File: config.mk
export PLATFORM = sky130hd
export DESIGN_NAME = sensor_min_max_calibrate_normalize_unit
export DESIGN_NICKNAME = d
export VERILOG_FILES = /design/src/rtl/smcn_pkg.sv /design/src/rtl/smcn_div.sv /design/src/rtl/smcn_dp.sv /design/src/rtl/smcn_ctrl.sv /design/src/rtl/sensor_min_max_calibrate_normalize_unit.sv
export SDC_FILE = /design/constraint.sdc
export NUM_CORES = 1
export LEC_CHECK = 0
export BUFFER_PORTS_ARGS = -buffer_cell sky130_fd_sc_hd__buf_2
export CAP_MARGIN = 25
export CORE_MARGIN = 2
export CORE_UTILIZATION = 37
export DETAILED_ROUTE_END_ITERATION = 7
export RECOVER_POWER = 50
export SKIP_CTS_REPAIR_TIMING = 1
export SLEW_MARGIN = 20
export SYNTH_ARGS = -nofsm -noshare
export SYNTH_HDL_FRONTEND = slang
export SYNTH_SLANG_ARGS = --single-unit
File: constraint.sdc
create_clock -name clk_i -period 20.5 [get_ports clk_i]
set_input_delay 5.125 -clock clk_i [delete_from_list [all_inputs] [get_ports clk_i]]
set_output_delay 5.125 -clock clk_i [all_outputs]
set_load 0.03 [all_outputs]
File: src/rtl/smcn_pkg.sv
// ----------------------------------------------------------------------------
// smcn_pkg: shared types and constants of the sensor min/max calibrator
// Command codes, register indexes, beat payloads and controller/datapath links.
// ----------------------------------------------------------------------------
package smcn_pkg;

  localparam int unsigned SAMPLE_BITS      = 10;
  localparam int unsigned CHAN_W           = 3;
  localparam int unsigned VALUE_W          = 16;
  localparam int unsigned MASK_W           = 6;
  localparam int unsigned MASK_EXT_W       = 1 << CHAN_W;
  localparam int unsigned CFG_IDX_W        = 2;
  localparam int unsigned CFG_DATA_W       = 16;
  localparam int unsigned DEFAULT_CHANNELS = 6;

  // Magnitude of (sample - min) * (upper - lower) fits in this many bits.
  localparam int unsigned MAG_W = SAMPLE_BITS + VALUE_W;

  localparam logic [SAMPLE_BITS-1:0] SAMPLE_FULL = {SAMPLE_BITS{1'b1}};
  localparam logic [SAMPLE_BITS-1:0] SAMPLE_MID  = {1'b1, {(SAMPLE_BITS-1){1'b0}}};

  localparam logic signed [VALUE_W-1:0] LOWER_RST = 16'sd0;
  localparam logic signed [VALUE_W-1:0] UPPER_RST = 16'sd1023;
  localparam logic [MASK_W-1:0]         MASK_RST  = 6'd7;

  typedef enum logic [1:0] {
    CMD_TRACK     = 2'd0,
    CMD_COMMIT    = 2'd1,
    CMD_ABORT     = 2'd2,
    CMD_NORMALIZE = 2'd3
  } cmd_e;

  typedef enum logic [CFG_IDX_W-1:0] {
    CFG_OUT_LOWER   = 2'd0,
    CFG_OUT_UPPER   = 2'd1,
    CFG_INVERT_MASK = 2'd2
  } cfg_idx_e;

  typedef struct packed {
    cmd_e                   command;
    logic [CHAN_W-1:0]      channel;
    logic [SAMPLE_BITS-1:0] sample;
  } in_t;

  typedef struct packed {
    logic signed [VALUE_W-1:0] value;
    logic [SAMPLE_BITS-1:0]    run_max;
    logic [SAMPLE_BITS-1:0]    run_min;
    logic                      zero_span;
    logic                      saturated;
  } out_t;

  // Controller to datapath.
  typedef struct packed {
    logic latch;
    logic exec;
    logic mul;
    logic div_start;
    logic fin;
    logic load;
  } ctrl_t;

  // Datapath to controller.
  typedef struct packed {
    logic norm;
    logic div_done;
  } stat_t;

endpackage

File: src/rtl/smcn_div.sv
// ----------------------------------------------------------------------------
// smcn_div: restoring unsigned divider
// One quotient bit per cycle; done pulses the cycle after the last step.
// ----------------------------------------------------------------------------
module smcn_div #(
  parameter int unsigned DividendW = smcn_pkg::MAG_W,
  parameter int unsigned DivisorW  = smcn_pkg::SAMPLE_BITS
) (
  input  logic                 clk_i,
  input  logic                 rst_ni,
  input  logic                 start_i,
  input  logic [DividendW-1:0] dividend_i,
  input  logic [DivisorW-1:0]  divisor_i,
  output logic [DividendW-1:0] quotient_o,
  output logic                 done_o
);

  localparam int unsigned CntW = (DividendW > 1) ? $clog2(DividendW) : 1;
  localparam logic [CntW-1:0] LastCnt = CntW'(DividendW - 1);

  logic [DivisorW-1:0]  rem_q, rem_d;
  logic [DividendW-1:0] quo_q, quo_d;
  logic [DivisorW-1:0]  den_q;
  logic [CntW-1:0]      cnt_q;
  logic                 busy_q, done_q;
  logic [DivisorW:0]    shifted, diff;
  logic                 ge;

  assign shifted = {rem_q, quo_q[DividendW-1]};
  assign diff    = shifted - {1'b0, den_q};
  assign ge      = (shifted >= {1'b0, den_q});
  assign rem_d   = ge ? diff[DivisorW-1:0] : shifted[DivisorW-1:0];
  assign quo_d   = {quo_q[DividendW-2:0], ge};

  always_ff @(posedge clk_i or negedge rst_ni) begin
    if (!rst_ni) begin
      busy_q <= 1'b0;
      done_q <= 1'b0;
      cnt_q  <= '0;
    end else begin
      done_q <= 1'b0;
      if (start_i) begin
        busy_q <= 1'b1;
        cnt_q  <= '0;
      end else if (busy_q) begin
        cnt_q <= cnt_q + 1'b1;
        if (cnt_q == LastCnt) begin
          busy_q <= 1'b0;
          done_q <= 1'b1;
        end
      end
    end
  end

  always_ff @(posedge clk_i) begin
    if (start_i) begin
      rem_q <= '0;
      quo_q <= dividend_i;
      den_q <= divisor_i;
    end else if (busy_q) begin
      rem_q <= rem_d;
      quo_q <= quo_d;
    end
  end

  assign quotient_o = quo_q;
  assign done_o     = done_q;

endmodule

File: src/rtl/smcn_dp.sv
// ----------------------------------------------------------------------------
// smcn_dp: calibrator datapath
// Configuration, per-channel extremes, normalize multiply/divide and result.
// ----------------------------------------------------------------------------
module smcn_dp #(
  parameter int unsigned CHANNELS = smcn_pkg::DEFAULT_CHANNELS
) (
  input  logic                                clk_i,
  input  logic                                rst_ni,
  input  logic                                cfg_we_i,
  input  logic [smcn_pkg::CFG_IDX_W-1:0]      cfg_idx_i,
  input  logic [smcn_pkg::CFG_DATA_W-1:0]     cfg_wdata_i,
  input  smcn_pkg::in_t                       in_data_i,
  input  smcn_pkg::ctrl_t                     ctrl_i,
  output smcn_pkg::stat_t                     stat_o,
  output smcn_pkg::out_t                      out_data_o
);

  localparam int unsigned SB   = smcn_pkg::SAMPLE_BITS;
  localparam int unsigned VW   = smcn_pkg::VALUE_W;
  localparam int unsigned MagW = smcn_pkg::MAG_W;
  localparam int unsigned IdxW = (CHANNELS > 1) ? $clog2(CHANNELS) : 1;
  localparam int unsigned RngW = VW + 1;
  localparam int unsigned PrdW = SB + 1 + RngW;
  localparam int unsigned ResW = MagW + 2;
  localparam logic signed [ResW-1:0] SatHi = ResW'(32767);
  localparam logic signed [ResW-1:0] SatLo = ResW'(-32768);

  // Configuration registers
  logic signed [VW-1:0]            lower_q, upper_q;
  logic [smcn_pkg::MASK_W-1:0]     mask_q;

  always_ff @(posedge clk_i or negedge rst_ni) begin
    if (!rst_ni) begin
      lower_q <= smcn_pkg::LOWER_RST;
      upper_q <= smcn_pkg::UPPER_RST;
      mask_q  <= smcn_pkg::MASK_RST;
    end else if (cfg_we_i) begin
      unique case (cfg_idx_i)
        smcn_pkg::CFG_OUT_LOWER:   lower_q <= cfg_wdata_i;
        smcn_pkg::CFG_OUT_UPPER:   upper_q <= cfg_wdata_i;
        smcn_pkg::CFG_INVERT_MASK: mask_q  <= cfg_wdata_i[smcn_pkg::MASK_W-1:0];
        default: ;
      endcase
    end
  end

  // Item register
  smcn_pkg::in_t in_q;

  always_ff @(posedge clk_i) begin
    if (ctrl_i.latch) begin
      in_q <= in_data_i;
    end
  end

  // Per-channel extremes
  logic [SB-1:0] rmax_q [CHANNELS];
  logic [SB-1:0] rmin_q [CHANNELS];
  logic [SB-1:0] smax_q [CHANNELS];
  logic [SB-1:0] smin_q [CHANNELS];

  logic [IdxW-1:0]                     idx;
  logic                                ok;
  logic [smcn_pkg::MASK_EXT_W-1:0]     mask_ext;
  logic                                inv;
  logic [SB-1:0]                       xc, cur_max, cur_min, new_max, new_min;

  assign idx      = IdxW'(in_q.channel);
  assign ok       = (int'(in_q.channel) < int'(CHANNELS));
  assign mask_ext = smcn_pkg::MASK_EXT_W'(mask_q);
  assign inv      = mask_ext[in_q.channel];
  assign xc       = inv ? (smcn_pkg::SAMPLE_FULL - in_q.sample) : in_q.sample;
  assign cur_max  = rmax_q[idx];
  assign cur_min  = rmin_q[idx];
  assign new_max  = (xc > cur_max) ? xc : cur_max;
  assign new_min  = (xc < cur_min) ? xc : cur_min;

  always_ff @(posedge clk_i or negedge rst_ni) begin
    if (!rst_ni) begin
      for (int c = 0; c < CHANNELS; c++) begin
        rmax_q[c] <= smcn_pkg::SAMPLE_MID;
        rmin_q[c] <= smcn_pkg::SAMPLE_MID;
        smax_q[c] <= smcn_pkg::SAMPLE_FULL;
        smin_q[c] <= '0;
      end
    end else if (ctrl_i.exec) begin
      unique case (in_q.command)
        smcn_pkg::CMD_TRACK: begin
          if (ok) begin
            rmax_q[idx] <= new_max;
            rmin_q[idx] <= new_min;
          end
        end
        smcn_pkg::CMD_COMMIT: begin
          for (int c = 0; c < CHANNELS; c++) begin
            smax_q[c] <= rmax_q[c];
            smin_q[c] <= rmin_q[c];
            rmax_q[c] <= smcn_pkg::SAMPLE_MID;
            rmin_q[c] <= smcn_pkg::SAMPLE_MID;
          end
        end
        smcn_pkg::CMD_ABORT: begin
          for (int c = 0; c < CHANNELS; c++) begin
            rmax_q[c] <= smcn_pkg::SAMPLE_MID;
            rmin_q[c] <= smcn_pkg::SAMPLE_MID;
          end
        end
        smcn_pkg::CMD_NORMALIZE: begin
        end
      endcase
    end
  end

  // Normalize: multiply, then divide the magnitude by the span
  logic signed [SB:0]      diff;
  logic signed [RngW-1:0]  rng;
  logic signed [PrdW-1:0]  prod_q;
  logic [SB-1:0]           span_q;
  logic                    zero_q;
  logic                    neg_q;
  logic [PrdW-1:0]         prod_abs;
  logic [MagW-1:0]         quo;
  logic                    div_done;

  assign diff = $signed({1'b0, in_q.sample}) - $signed({1'b0, smin_q[idx]});
  assign rng  = RngW'(upper_q) - RngW'(lower_q);
  assign prod_abs = prod_q[PrdW-1] ? (-prod_q) : prod_q;

  always_ff @(posedge clk_i) begin
    if (ctrl_i.mul) begin
      prod_q <= PrdW'(diff) * PrdW'(rng);
      span_q <= smax_q[idx] - smin_q[idx];
      zero_q <= (smax_q[idx] == smin_q[idx]);
    end
    if (ctrl_i.div_start) begin
      neg_q <= prod_q[PrdW-1];
    end
  end

  smcn_div #(
    .DividendW (MagW),
    .DivisorW  (SB)
  ) u_div (
    .clk_i      (clk_i),
    .rst_ni     (rst_ni),
    .start_i    (ctrl_i.div_start),
    .dividend_i (prod_abs[MagW-1:0]),
    .divisor_i  (span_q),
    .quotient_o (quo),
    .done_o     (div_done)
  );

  // Sign the quotient, add lower, saturate
  logic signed [MagW:0]   qs;
  logic signed [ResW-1:0] sum;
  smcn_pkg::out_t         exec_res, norm_res, res_q, out_q;

  assign qs  = neg_q ? -$signed({1'b0, quo}) : $signed({1'b0, quo});
  assign sum = ResW'(qs) + ResW'(lower_q);

  always_comb begin
    norm_res         = '0;
    norm_res.run_max = cur_max;
    norm_res.run_min = cur_min;
    if (zero_q) begin
      norm_res.value     = lower_q;
      norm_res.zero_span = 1'b1;
    end else if (sum > SatHi) begin
      norm_res.value     = SatHi[VW-1:0];
      norm_res.saturated = 1'b1;
    end else if (sum < SatLo) begin
      norm_res.value     = SatLo[VW-1:0];
      norm_res.saturated = 1'b1;
    end else begin
      norm_res.value = sum[VW-1:0];
    end
  end

  always_comb begin
    exec_res = '0;
    unique case (in_q.command)
      smcn_pkg::CMD_TRACK: begin
        if (ok) begin
          exec_res.value   = VW'(xc);
          exec_res.run_max = new_max;
          exec_res.run_min = new_min;
        end
      end
      smcn_pkg::CMD_COMMIT, smcn_pkg::CMD_ABORT: begin
        if (ok) begin
          exec_res.run_max = smcn_pkg::SAMPLE_MID;
          exec_res.run_min = smcn_pkg::SAMPLE_MID;
        end
      end
      smcn_pkg::CMD_NORMALIZE: begin
      end
    endcase
  end

  always_ff @(posedge clk_i) begin
    if (ctrl_i.exec) begin
      res_q <= exec_res;
    end else if (ctrl_i.fin) begin
      res_q <= norm_res;
    end
    if (ctrl_i.load) begin
      out_q <= res_q;
    end
  end

  assign stat_o.norm     = (in_q.command == smcn_pkg::CMD_NORMALIZE) && ok;
  assign stat_o.div_done = div_done;
  assign out_data_o      = out_q;

endmodule

File: src/rtl/smcn_ctrl.sv
// ----------------------------------------------------------------------------
// smcn_ctrl: calibrator sequencer
// Steps one item through execute (or multiply, divide, finish) and result load.
// ----------------------------------------------------------------------------
module smcn_ctrl (
  input  logic            clk_i,
  input  logic            rst_ni,
  input  logic            in_valid_i,
  output logic            in_ready_o,
  output logic            out_valid_o,
  input  logic            out_ready_i,
  input  smcn_pkg::stat_t stat_i,
  output smcn_pkg::ctrl_t ctrl_o
);

  typedef enum logic [2:0] {
    ST_IDLE,
    ST_EXEC,
    ST_START,
    ST_DIV,
    ST_FIN,
    ST_LOAD
  } state_e;

  state_e state_q;
  logic   in_ready_q, out_valid_q;

  always_comb begin
    ctrl_o           = '0;
    ctrl_o.latch     = in_valid_i && in_ready_q;
    ctrl_o.exec      = (state_q == ST_EXEC) && !stat_i.norm;
    ctrl_o.mul       = (state_q == ST_EXEC) && stat_i.norm;
    ctrl_o.div_start = (state_q == ST_START);
    ctrl_o.fin       = (state_q == ST_FIN);
    ctrl_o.load      = (state_q == ST_LOAD) && (!out_valid_q || out_ready_i);
  end

  always_ff @(posedge clk_i or negedge rst_ni) begin
    if (!rst_ni) begin
      state_q     <= ST_IDLE;
      in_ready_q  <= 1'b1;
      out_valid_q <= 1'b0;
    end else begin
      if (ctrl_o.load) begin
        out_valid_q <= 1'b1;
      end else if (out_ready_i) begin
        out_valid_q <= 1'b0;
      end
      unique case (state_q)
        ST_IDLE: begin
          if (ctrl_o.latch) begin
            in_ready_q <= 1'b0;
            state_q    <= ST_EXEC;
          end
        end
        ST_EXEC:  state_q <= stat_i.norm ? ST_START : ST_LOAD;
        ST_START: state_q <= ST_DIV;
        ST_DIV: begin
          if (stat_i.div_done) begin
            state_q <= ST_FIN;
          end
        end
        ST_FIN:   state_q <= ST_LOAD;
        ST_LOAD: begin
          if (ctrl_o.load) begin
            in_ready_q <= 1'b1;
            state_q    <= ST_IDLE;
          end
        end
        default:  state_q <= ST_IDLE;
      endcase
    end
  end

  assign in_ready_o  = in_ready_q;
  assign out_valid_o = out_valid_q;

endmodule

File: src/rtl/sensor_min_max_calibrate_normalize_unit.sv
// ----------------------------------------------------------------------------
// sensor_min_max_calibrate_normalize_unit: six-channel min/max calibrator
// Tracks running extremes per channel, commits them, normalizes samples.
// ----------------------------------------------------------------------------
// Usage:
//   Input beats (in_valid_i/in_ready_o) carry a command, a channel and a sample.
//   Track conditions the sample and widens that channel's running extremes;
//   commit copies all running extremes into the stored calibration; abort
//   restarts them at mid scale; normalize maps the sample from the stored
//   range onto out_lower..out_upper. Every input beat yields one output beat.
//   Configuration writes (cfg_we_i) take effect at once; write only when idle.
// Sequence:
//   Track, commit and abort: item register, result register, output register.
//   Normalize: item register, product register, then the radix-2 divider
//   that produces one quotient bit per cycle, then result and output register.
//   One item is in flight; the next is accepted the cycle after the result
//   enters the output register, even while that result waits for the sink.
// Reset: running extremes return to mid scale, stored range to full scale,
//   registers to their defaults; no output beat is pending.
// Stall: a held output beat keeps the finished next result waiting in the
//   datapath and blocks further input until the output register drains.
// ----------------------------------------------------------------------------
module sensor_min_max_calibrate_normalize_unit #(
  parameter int unsigned CHANNELS = smcn_pkg::DEFAULT_CHANNELS
) (
  input  logic                            clk_i,
  input  logic                            rst_ni,
  input  logic                            cfg_we_i,
  input  logic [smcn_pkg::CFG_IDX_W-1:0]  cfg_idx_i,
  input  logic [smcn_pkg::CFG_DATA_W-1:0] cfg_wdata_i,
  input  logic                            in_valid_i,
  output logic                            in_ready_o,
  input  smcn_pkg::in_t                   in_data_i,
  output logic                            out_valid_o,
  input  logic                            out_ready_i,
  output smcn_pkg::out_t                  out_data_o
);

  // Command and status between sequencer and datapath
  smcn_pkg::ctrl_t ctrl;
  smcn_pkg::stat_t stat;

  // Sequencer: owns the handshakes and steps each item
  smcn_ctrl u_ctrl (
    .clk_i       (clk_i),
    .rst_ni      (rst_ni),
    .in_valid_i  (in_valid_i),
    .in_ready_o  (in_ready_o),
    .out_valid_o (out_valid_o),
    .out_ready_i (out_ready_i),
    .stat_i      (stat),
    .ctrl_o      (ctrl)
  );

  // Datapath: registers, extremes, multiply/divide and output payload
  smcn_dp #(
    .CHANNELS (CHANNELS)
  ) u_dp (
    .clk_i       (clk_i),
    .rst_ni      (rst_ni),
    .cfg_we_i    (cfg_we_i),
    .cfg_idx_i   (cfg_idx_i),
    .cfg_wdata_i (cfg_wdata_i),
    .in_data_i   (in_data_i),
    .ctrl_i      (ctrl),
    .stat_o      (stat),
    .out_data_o  (out_data_o)
  );

  // Hold off input while an item is being worked on
  a_one_in_flight: assert property (@(posedge clk_i) disable iff (!rst_ni)
    in_valid_i && in_ready_o |=> !in_ready_o)
    else $error("input accepted while an item is in flight");

  // Running extremes never cross
  a_extremes_ordered: assert property (@(posedge clk_i) disable iff (!rst_ni)
    out_valid_o |-> out_data_o.run_max >= out_data_o.run_min)
    else $error("result shows running max below running min");

  // A zero span result is never also flagged as clipped
  a_flags_exclusive: assert property (@(posedge clk_i) disable iff (!rst_ni)
    out_valid_o && out_data_o.zero_span |-> !out_data_o.saturated)
    else $error("zero span and saturated both set");

endmodule
After elaboration in Yosys (flattened, before gate mapping)
Index checks and enable logic that the tools add are counted.

Register bits after elaboration: 467. Latch bits: 0. Bits in writable memories: 0. Bits in read-only memories: 0. Input port bits: 38. Output and inout bits: 40. Logic and storage cells: 175. Memories kept: 0.

Add/subtract/negate cells: 9. $mul: 1. Div/mod/pow operators: 0. Magnitude comparators: 9. Equality and inequality tests: 16. Shift operators: 0. Multiplexer cells: 61. Bitwise gates (word level): 1. Reductions and logical operators: 25.

Operators by type and width (count): 60-bit one-hot mux with 2 select lines (2); 10-bit two-way mux (14); 10-bit binary-select mux with 3-bit select (4); 60-bit bitwise mux (2); 60-bit two-way mux (2); 26-bit two-way mux (3); 38-bit two-way mux (2); 16-bit two-way mux (3); 20-bit one-hot mux with 2 select lines (1); 10-bit demux with 3-bit select (1); 30-bit two-way mux (1); 27-bit by 16-bit adder with 28-bit output (1); 28-bit by 16-bit greater-than comparator with 1-bit output (second input constant) (1); 28-bit by 16-bit < comparator with 1-bit output (second input constant) (1); 11-bit by 17-bit multiplier with 28-bit output (1); 27-bit two-way mux (1); 26-bit negator with 27-bit output (1); 26-bit negator (1); 20-bit two-way mux (1); 10-bit subtractor (2); 3-bit one-hot mux with 6 select lines (1); 16-bit by 16-bit subtractor with 17-bit output (1); 1-bit two-way mux (15); 3-bit two-way mux (4); 32 further kinds (56).

Logic depth before layout (Yosys ltp)
Gate-level depths: netlist (run 1).

Word-level depth: 9. Mapped depth: 42. Gate-level depth less buffers: 35.

Cells and area by module
From an unflattened synthesis (run 1), not the netlist that was laid out.

Cells, all modules: 2937. Area, all modules: 31343.8 um^2.

Modules (own cells, without submodules): smcn_dp (instances 1, cells an instance 2674, area each 28297.1 um^2, seq. area each 10946.7 um^2); smcn_div (instances 1, cells an instance 228, area each 2718.9 um^2, seq. area each 1456.4 um^2); smcn_ctrl (instances 1, cells an instance 35, area each 327.8 um^2, seq. area each 126.4 um^2).

Worst setup path before layout (run 1)
No wires, ideal clock.

Path kind: register to register. Start point: register u_dp.in_q, in the netlist u_dp.idx[0]. End point: register u_dp.prod_q[27] (data pin). Arrival: 9210 ps. Path slack: 11030 ps. Cell stages (with the launch flop): 40. Path buffers: 7. Cell sequence: edfxtp_1 clkbuf_1 and3_1 clkbuf_1 clkbuf_1 clkbuf_1 buf_1 clkbuf_1 a22oi_1 nand3_1 ha_1 inv_1 fa_1 a21o_1 a21oi_1 o21ai_0 a21oi_1 o21ai_0 (+4 left out) fa_1 fa_1 fa_1 fa_1 inv_1 fa_1 inv_1 ha_1 a21o_1 a21o_1 a21oi_1 inv_1 o2111ai_1 nand3_1 a311oi_1 o21bai_1 a21oi_1 xnor2_1.

Longest elaborated chain between the ends: 6.

RTL lines: start, declared (line smcn_dp.sv:49) `smcn_pkg::in_t in_q;`; start signal, assigned (line smcn_dp.sv:53) `in_q <= in_data_i;`; 3-bit NOT with 4-bit output (implied by the code) (line smcn_dp.sv:126) `assign diff = $signed({1'b0, in_q.sample}) - $signed({1'b0, smin_q[idx]});`; 10-bit binary-select mux with 3-bit select (line smcn_dp.sv:126); 10-bit two-way mux (implied by the code) (2 in a row) (line smcn_dp.sv:126); 10-bit by 10-bit subtractor with 11-bit output (line smcn_dp.sv:126); 11-bit by 17-bit multiplier with 28-bit output (line smcn_dp.sv:132) `prod_q <= PrdW'(diff) * PrdW'(rng);`; end signal, assigned (line smcn_dp.sv:132); end, declared (line smcn_dp.sv:118) `logic signed [PrdW-1:0] prod_q;`.

Every way passes these cells. The select of a mux whose other input is x is not followed. A chain may end at the register's enable or synchronous reset.

Worst setup path in the final report (run 1)
Ends and elaborated chain as after synthesis.

==> results of run 1 <==
## registers in the layout, indices dropped and copies added, names as in the netlist, 12 cells and up
signal and count:
u_dp.in_q 12, u_dp.lower_q 16, u_dp.out_data_o 38, u_dp.prod_q 27, u_dp.res_q 38, u_dp.rmax_q 60
u_dp.rmin_q 60, u_dp.smax_q 60, u_dp.smin_q 60, u_dp.u_div.quotient_o 26, u_dp.upper_q 16
## how the worst max path moves through the flow
stage	from	endpoint	slack (ns)	cells after the start
after floorplan	u_dp.idx[0]	u_dp.prod_q[27]	11.03	39
after detailed placement	u_dp.idx[0]	u_dp.prod_q[27]	10.88	34
after CTS	u_dp.idx[0]	u_dp.prod_q[27]	10.86	34
after global placement	u_dp.idx[0]	u_dp.prod_q[27]	10.73	34
after global routing	u_dp.idx[0]	u_dp.prod_q[27]	8.46	32
final	u_dp.idx[0]	u_dp.prod_q[27]	9.24	32
## cells in the final DEF (no fill, tap or decap), types with 41 or more instances in the layout
cell type	netlist	routed
a22oi_1	55	55
mux2_2	133	133
edfxtp_1	164	164
nor2_1	189	189
clkbuf_16	0	48
dfrtp_1	204	204
fa_1	177	177
buf_4	0	41
a21oi_1	80	80
nand3_1	46	46
dfstp_2	86	86
o21ai_0	238	235
xnor2_1	94	94
ha_1	156	156
inv_1	313	313
buf_2	7	71
nand2_1	366	366
xor2_1	48	48
## routing by layer
| metal | part of all wire (%) | track usage (%) | up-vias |
|---|---|---|---|
| met5 | 0.11 | 0 | - |
| met4 | 2.3 | 5.05 | 14 |
| met3 | 6.3 | 3.71 | 122 |
| met2 | 44 | 30.6 | 654 |
| met1 | 47 | 29.0 | 11400 |
| li1 | - | - | 10600 |
## area by class of cell
cell class	count	area share (%)
timing repair buffer	132	2.30
clock inverter	35	1.29
antenna	3	0.0220
inverter	314	3.45
sequential	466	36.7
clock buffer	55	3.62
multi-input combinational	2104	48.7
tap	1070	3.92
## through the flow
stage,util (%),hold WS (ns),cell area (sq um),instances
5_1_grt,41.6,0.424,34200,4178
4_1_cts,41.7,0.420,34300,4172
3_5_place_dp,39.6,0.405,32600,4082
6_report,41.6,0.418,34200,4179
2_1_floorplan,-,0.400,30800,3020
3_3_place_gp,39.5,0.403,32500,4078
## critical path: cells and delay by family (launching register included)
kind | cells | cell delay (ns)
simple gates | 6 | 1.21
flops | 1 | 0.59
compound gates | 13 | 2.98
buf+inv | 4 | 2.22
fa+ha+maj | 7 | 3.18
xor+xnor | 2 | 0.76
## cell families after synthesis
group,synth area share (%)
and+or+nand+nor,11.7
AOI/OAI and AO/OA,14.6
DFF,40.7
buffers and inverters,5.51
adders and majority gates,17.8
muxes,5.68
xor gates and xnor gates,4.04
==> out/metrics.yaml, run 1 <==
status: "complete, but fails checks"
violations: "capacitance limit, slew limit"
fin_ws_ns: 9.24
routabilityCongestion: 0.879
end_kind: "flip-flop"
async_flop_share_pct: 62.2
cts_buffer_depth: 3
slew_viol_final: 389
drtAntennaViolNets: 0
netlist_area_sq_um: 30800
grt_pass1_wl_um: 134000
numClockSinks: 466
seqCellArea_sq_um: 12500
antenna_found_initial: 13
fillers: 7946
rr_endpoint: "u_dp.prod_q[27]"
max_freq_mhz: 88.8
hp-class: "flip-flop to flip-flop"
yosys_register_bits: 466
crit_path_start_kind: "flip-flop"
start_util_pct: 37.5
ys_seq_area_share_pct: 40.7
r2r_slack_ns: 9.24
path_common_cell: "fa_1"
dr.pass1.iters: 7
final.setup_skew_ns: 0.0446
wirelength_um: 85300
port_buffers: 77
ys.warnings.count: 0
fin_crit_sh_pct: 54.9
synth_area_leaders: "dfrtp_1 17%, edfxtp_1 16%, fa_1 11%"
netlist_instances: 3020
worstPathMaxFanout: 30
core_area_sq_um: 82200
cp.arrival_ns: 11.63
dieHeight_um: 293
worstHoldStart: "u_dp.res_q[7]"
criticalPathCategory: "flip-flop to flip-flop"
io_pins: 78
yosys.cell_count.top_type: "nand2_1"
synth_cell_types: 86
clk_latency_ns: 0.62
drv_cap: 9
synth_common_cells: "366 x nand2_1, 313 x inv_1, 238 x o21ai_0"
clkSlewWorstSetupHoldPaths_ns: 0.06
fin_tns_setup_ns: 0
rr_startpoint: "u_dp.idx[0]"
required_ns: 20.87
cp_slowest_cell: "clkbuf_1"
hold_end: "u_dp.out_data_o[7]"
slowest_delay_ns: 1.36
hold_violations: 0
grt_pass1_vias: 22400
synth_fp_nets: 3391
wire_per_inst_um: 20.4
clockRootBuffer: "clkbuf_16"
vias_per_cell: 5.47
multiInputGateArea_sq_um: 16700
cts_tree: "yes"
dpl_worst_slack_ns: 10.88
htree_levels: 2
final_net_count: 3437
synth_top_area_share_pct: 16.6
hpwl_um: 61700
rsz0062_at_grt: "false"
drc: 0
dieArea_sq_um: 85600
yosysTopAreaCell: "dfrtp_1"
finalSetupViolations: 0
synth_flop_cell: "dfrtp_1"
period_needed_ns: 11.26
cts_buffers: 48
syn_avg_cell_area_sq_um: 10.2
slew_headroom_pct: -317
drt-initial-drc-count: 1900
syn_to_final_growth_pct: 10.9
reg2reg_depth: 32
rows: 105
grt_use_total_pct: 20.0
vias: 22800
grt_overflow: 0
final_layout_size_suffix_gt1_share_pct: 14.9
hold_depth: 0
grt_max_degree: 183
synth-edff-count: 164
worst_slew_pin_slew_ns: 6.25
die_x_um: 293
Power of run 1 is not shown: default switching activity piles up to over one toggle a cycle in this logic, so the estimate is an artifact.
==> run 2, diff against run 1 <==
==> constraint.sdc (replaced) <==
create_clock -name clk_i -period 11.4 [get_ports clk_i]
set_input_delay 2.85 -clock clk_i [delete_from_list [all_inputs] [get_ports clk_i]]
set_output_delay 2.85 -clock clk_i [all_outputs]
set_load 0.03 [all_outputs]
==> out/metrics.yaml, run 2 (synthesis gave the netlist of run 1 again) <==
slew_viol_final: 395
grt_max_degree: 82
final_common_cell: "nand2_1"
die_x_um: 293
hold_depth: 0
core_area_sq_um: 82200
status: "complete, but fails checks"
slowest_delay_ns: 0.72
crit_path_start_kind: "flip-flop"
grt_use_met3_pct: 4.70
cp.arrival_ns: 10.04
final_net_count: 3445
dieArea_sq_um: 85600
grt_pass1_wl_um: 133000
fillers: 7926
vias_per_cell: 5.47
placed_area_sq_um: 32600
clk_latency_ns: 0.61
port_buffers: 77
drt-initial-drc-count: 1827
grt_pass1_vias: 22100
vias: 22900
layout.cells.non_filler: 4187
hpwl_um: 62200
syn_to_final_growth_pct: 11.4
fin_crit_sh_pct: 85.0
busiest_layer: "met1"
drc: 0
dr.pass1.iters: 8
drtAntennaViolNets: 0
most-common-layout-cells: "365 x nand2_1, 313 x inv_1, 234 x o21ai_0"
numClockSinks: 466
antenna_found_initial: 8
cts_buffers: 50
placed_cells: 4087
io_pins: 78
holdWs_ns: 0.408
grt_use_total_pct: 20.1
reg2reg_depth: 29
path_common_cell: "fa_1"
clkSlewWorstSetupHoldPaths_ns: 0.07
finalSetupViolations: 0
rows: 105
htree_levels: 2
criticalPathCategory: "flip-flop to flip-flop"
routabilityCongestion: 0.884
slew_headroom_pct: -212
clockRootBuffer: "clkbuf_16"
period_needed_ns: 9.68
start_util_pct: 37.5
final_layout_size_suffix_gt1_share_pct: 15.0
hold_violations: 0
required_ns: 11.76
fin_tns_setup_ns: 0
wire_per_inst_um: 20.6
cts_tree: "yes"
violations: "capacitance limit, slew limit"
met2_usage_pct: 29.2
hp-class: "flip-flop to flip-flop"
finalInstanceArea_sq_um: 34300
wirelength_um: 86200
drv_cap: 10
worstPathMaxFanout: 12
cts_buffer_depth: 3
worst_slew_pin_slew_ns: 4.69
dieHeight_um: 293
max_freq_mhz: 103
use_met1_pct: 29.3
cp_slowest_cell: "xor2_1"
rsz0062_at_grt: "false"
grt_overflow: 0
final.setup_skew_ns: 0.0218
end_kind: "flip-flop"
-- run 2: changes by cell type in the layout (fill, tap and decap cells not counted), sizes merged --
cell / before / now
buf: 115 / 112
bufinv: 8 / 9
clkbuf: 72 / 88
clkinv: 23 / 17
diode: 3 / 1
inv: 315 / 317
-- run 2: cell type report --
cell class / instances / area, sq um / share of cell area [%]
Clock inverter: 32 / 450 / 1.31
Inverter: 314 / 1180 / 3.43
Clock buffer: 62 / 1360 / 3.96
Multi-Input combinational cell: 2104 / 16700 / 48.6
Timing Repair Buffer: 138 / 800 / 2.33
Antenna cell: 1 / 2.50 / 0.00729
Sequential cell: 466 / 12500 / 36.5
Tap cell: 1070 / 1340 / 3.90
-- run 2: per-layer routing --
metal | vias to the layer above | part of all wire (%)
met5 | - | 0.059
met4 | 8 | 3.3
met3 | 151 | 8.3
met2 | 742 | 42
met1 | 11400 | 46
li1 | 10600 | -
-- run 2: critical path: cells and delay by family, from the launching register on --
family | cells | cell delay, ns
and+or+nand+nor | 5 | 1.18
DFF | 1 | 0.54
AOI/OAI and AO/OA | 13 | 3.51
buffers and inverters | 2 | 0.15
xor gates and xnor gates | 2 | 0.79
adders and majority gates | 7 | 3.27
-- run 2: worst paths after layout --
check | from | endpoint | slack [ns]
setup / recovery | u_dp.idx[2] | u_dp.prod_q[27] | 1.72
hold / removal | u_dp.span_q[8] | u_dp.u_div.den_q[8] | 0.41
setup reg to reg | u_dp.idx[2] | u_dp.prod_q[27] | 1.72
hold reg to reg | u_dp.span_q[8] | u_dp.u_div.den_q[8] | 0.41
max in group asynchronous | rst_ni | u_dp.smin_q[54] | 2.37
min in group asynchronous | rst_ni | u_dp.rmax_q[7] | 3.92
-- run 2: stage by stage --
step / setup slack [ns] / utilization, %
after floorplan: 1.93 / -
after global placement: 2.10 / 39.6
after detailed placement: 1.95 / 39.6
after CTS: 1.92 / 41.8
after global routing: 1.05 / 41.7
final: 1.72 / 41.8
Power of run 2 is left out for the same reason.
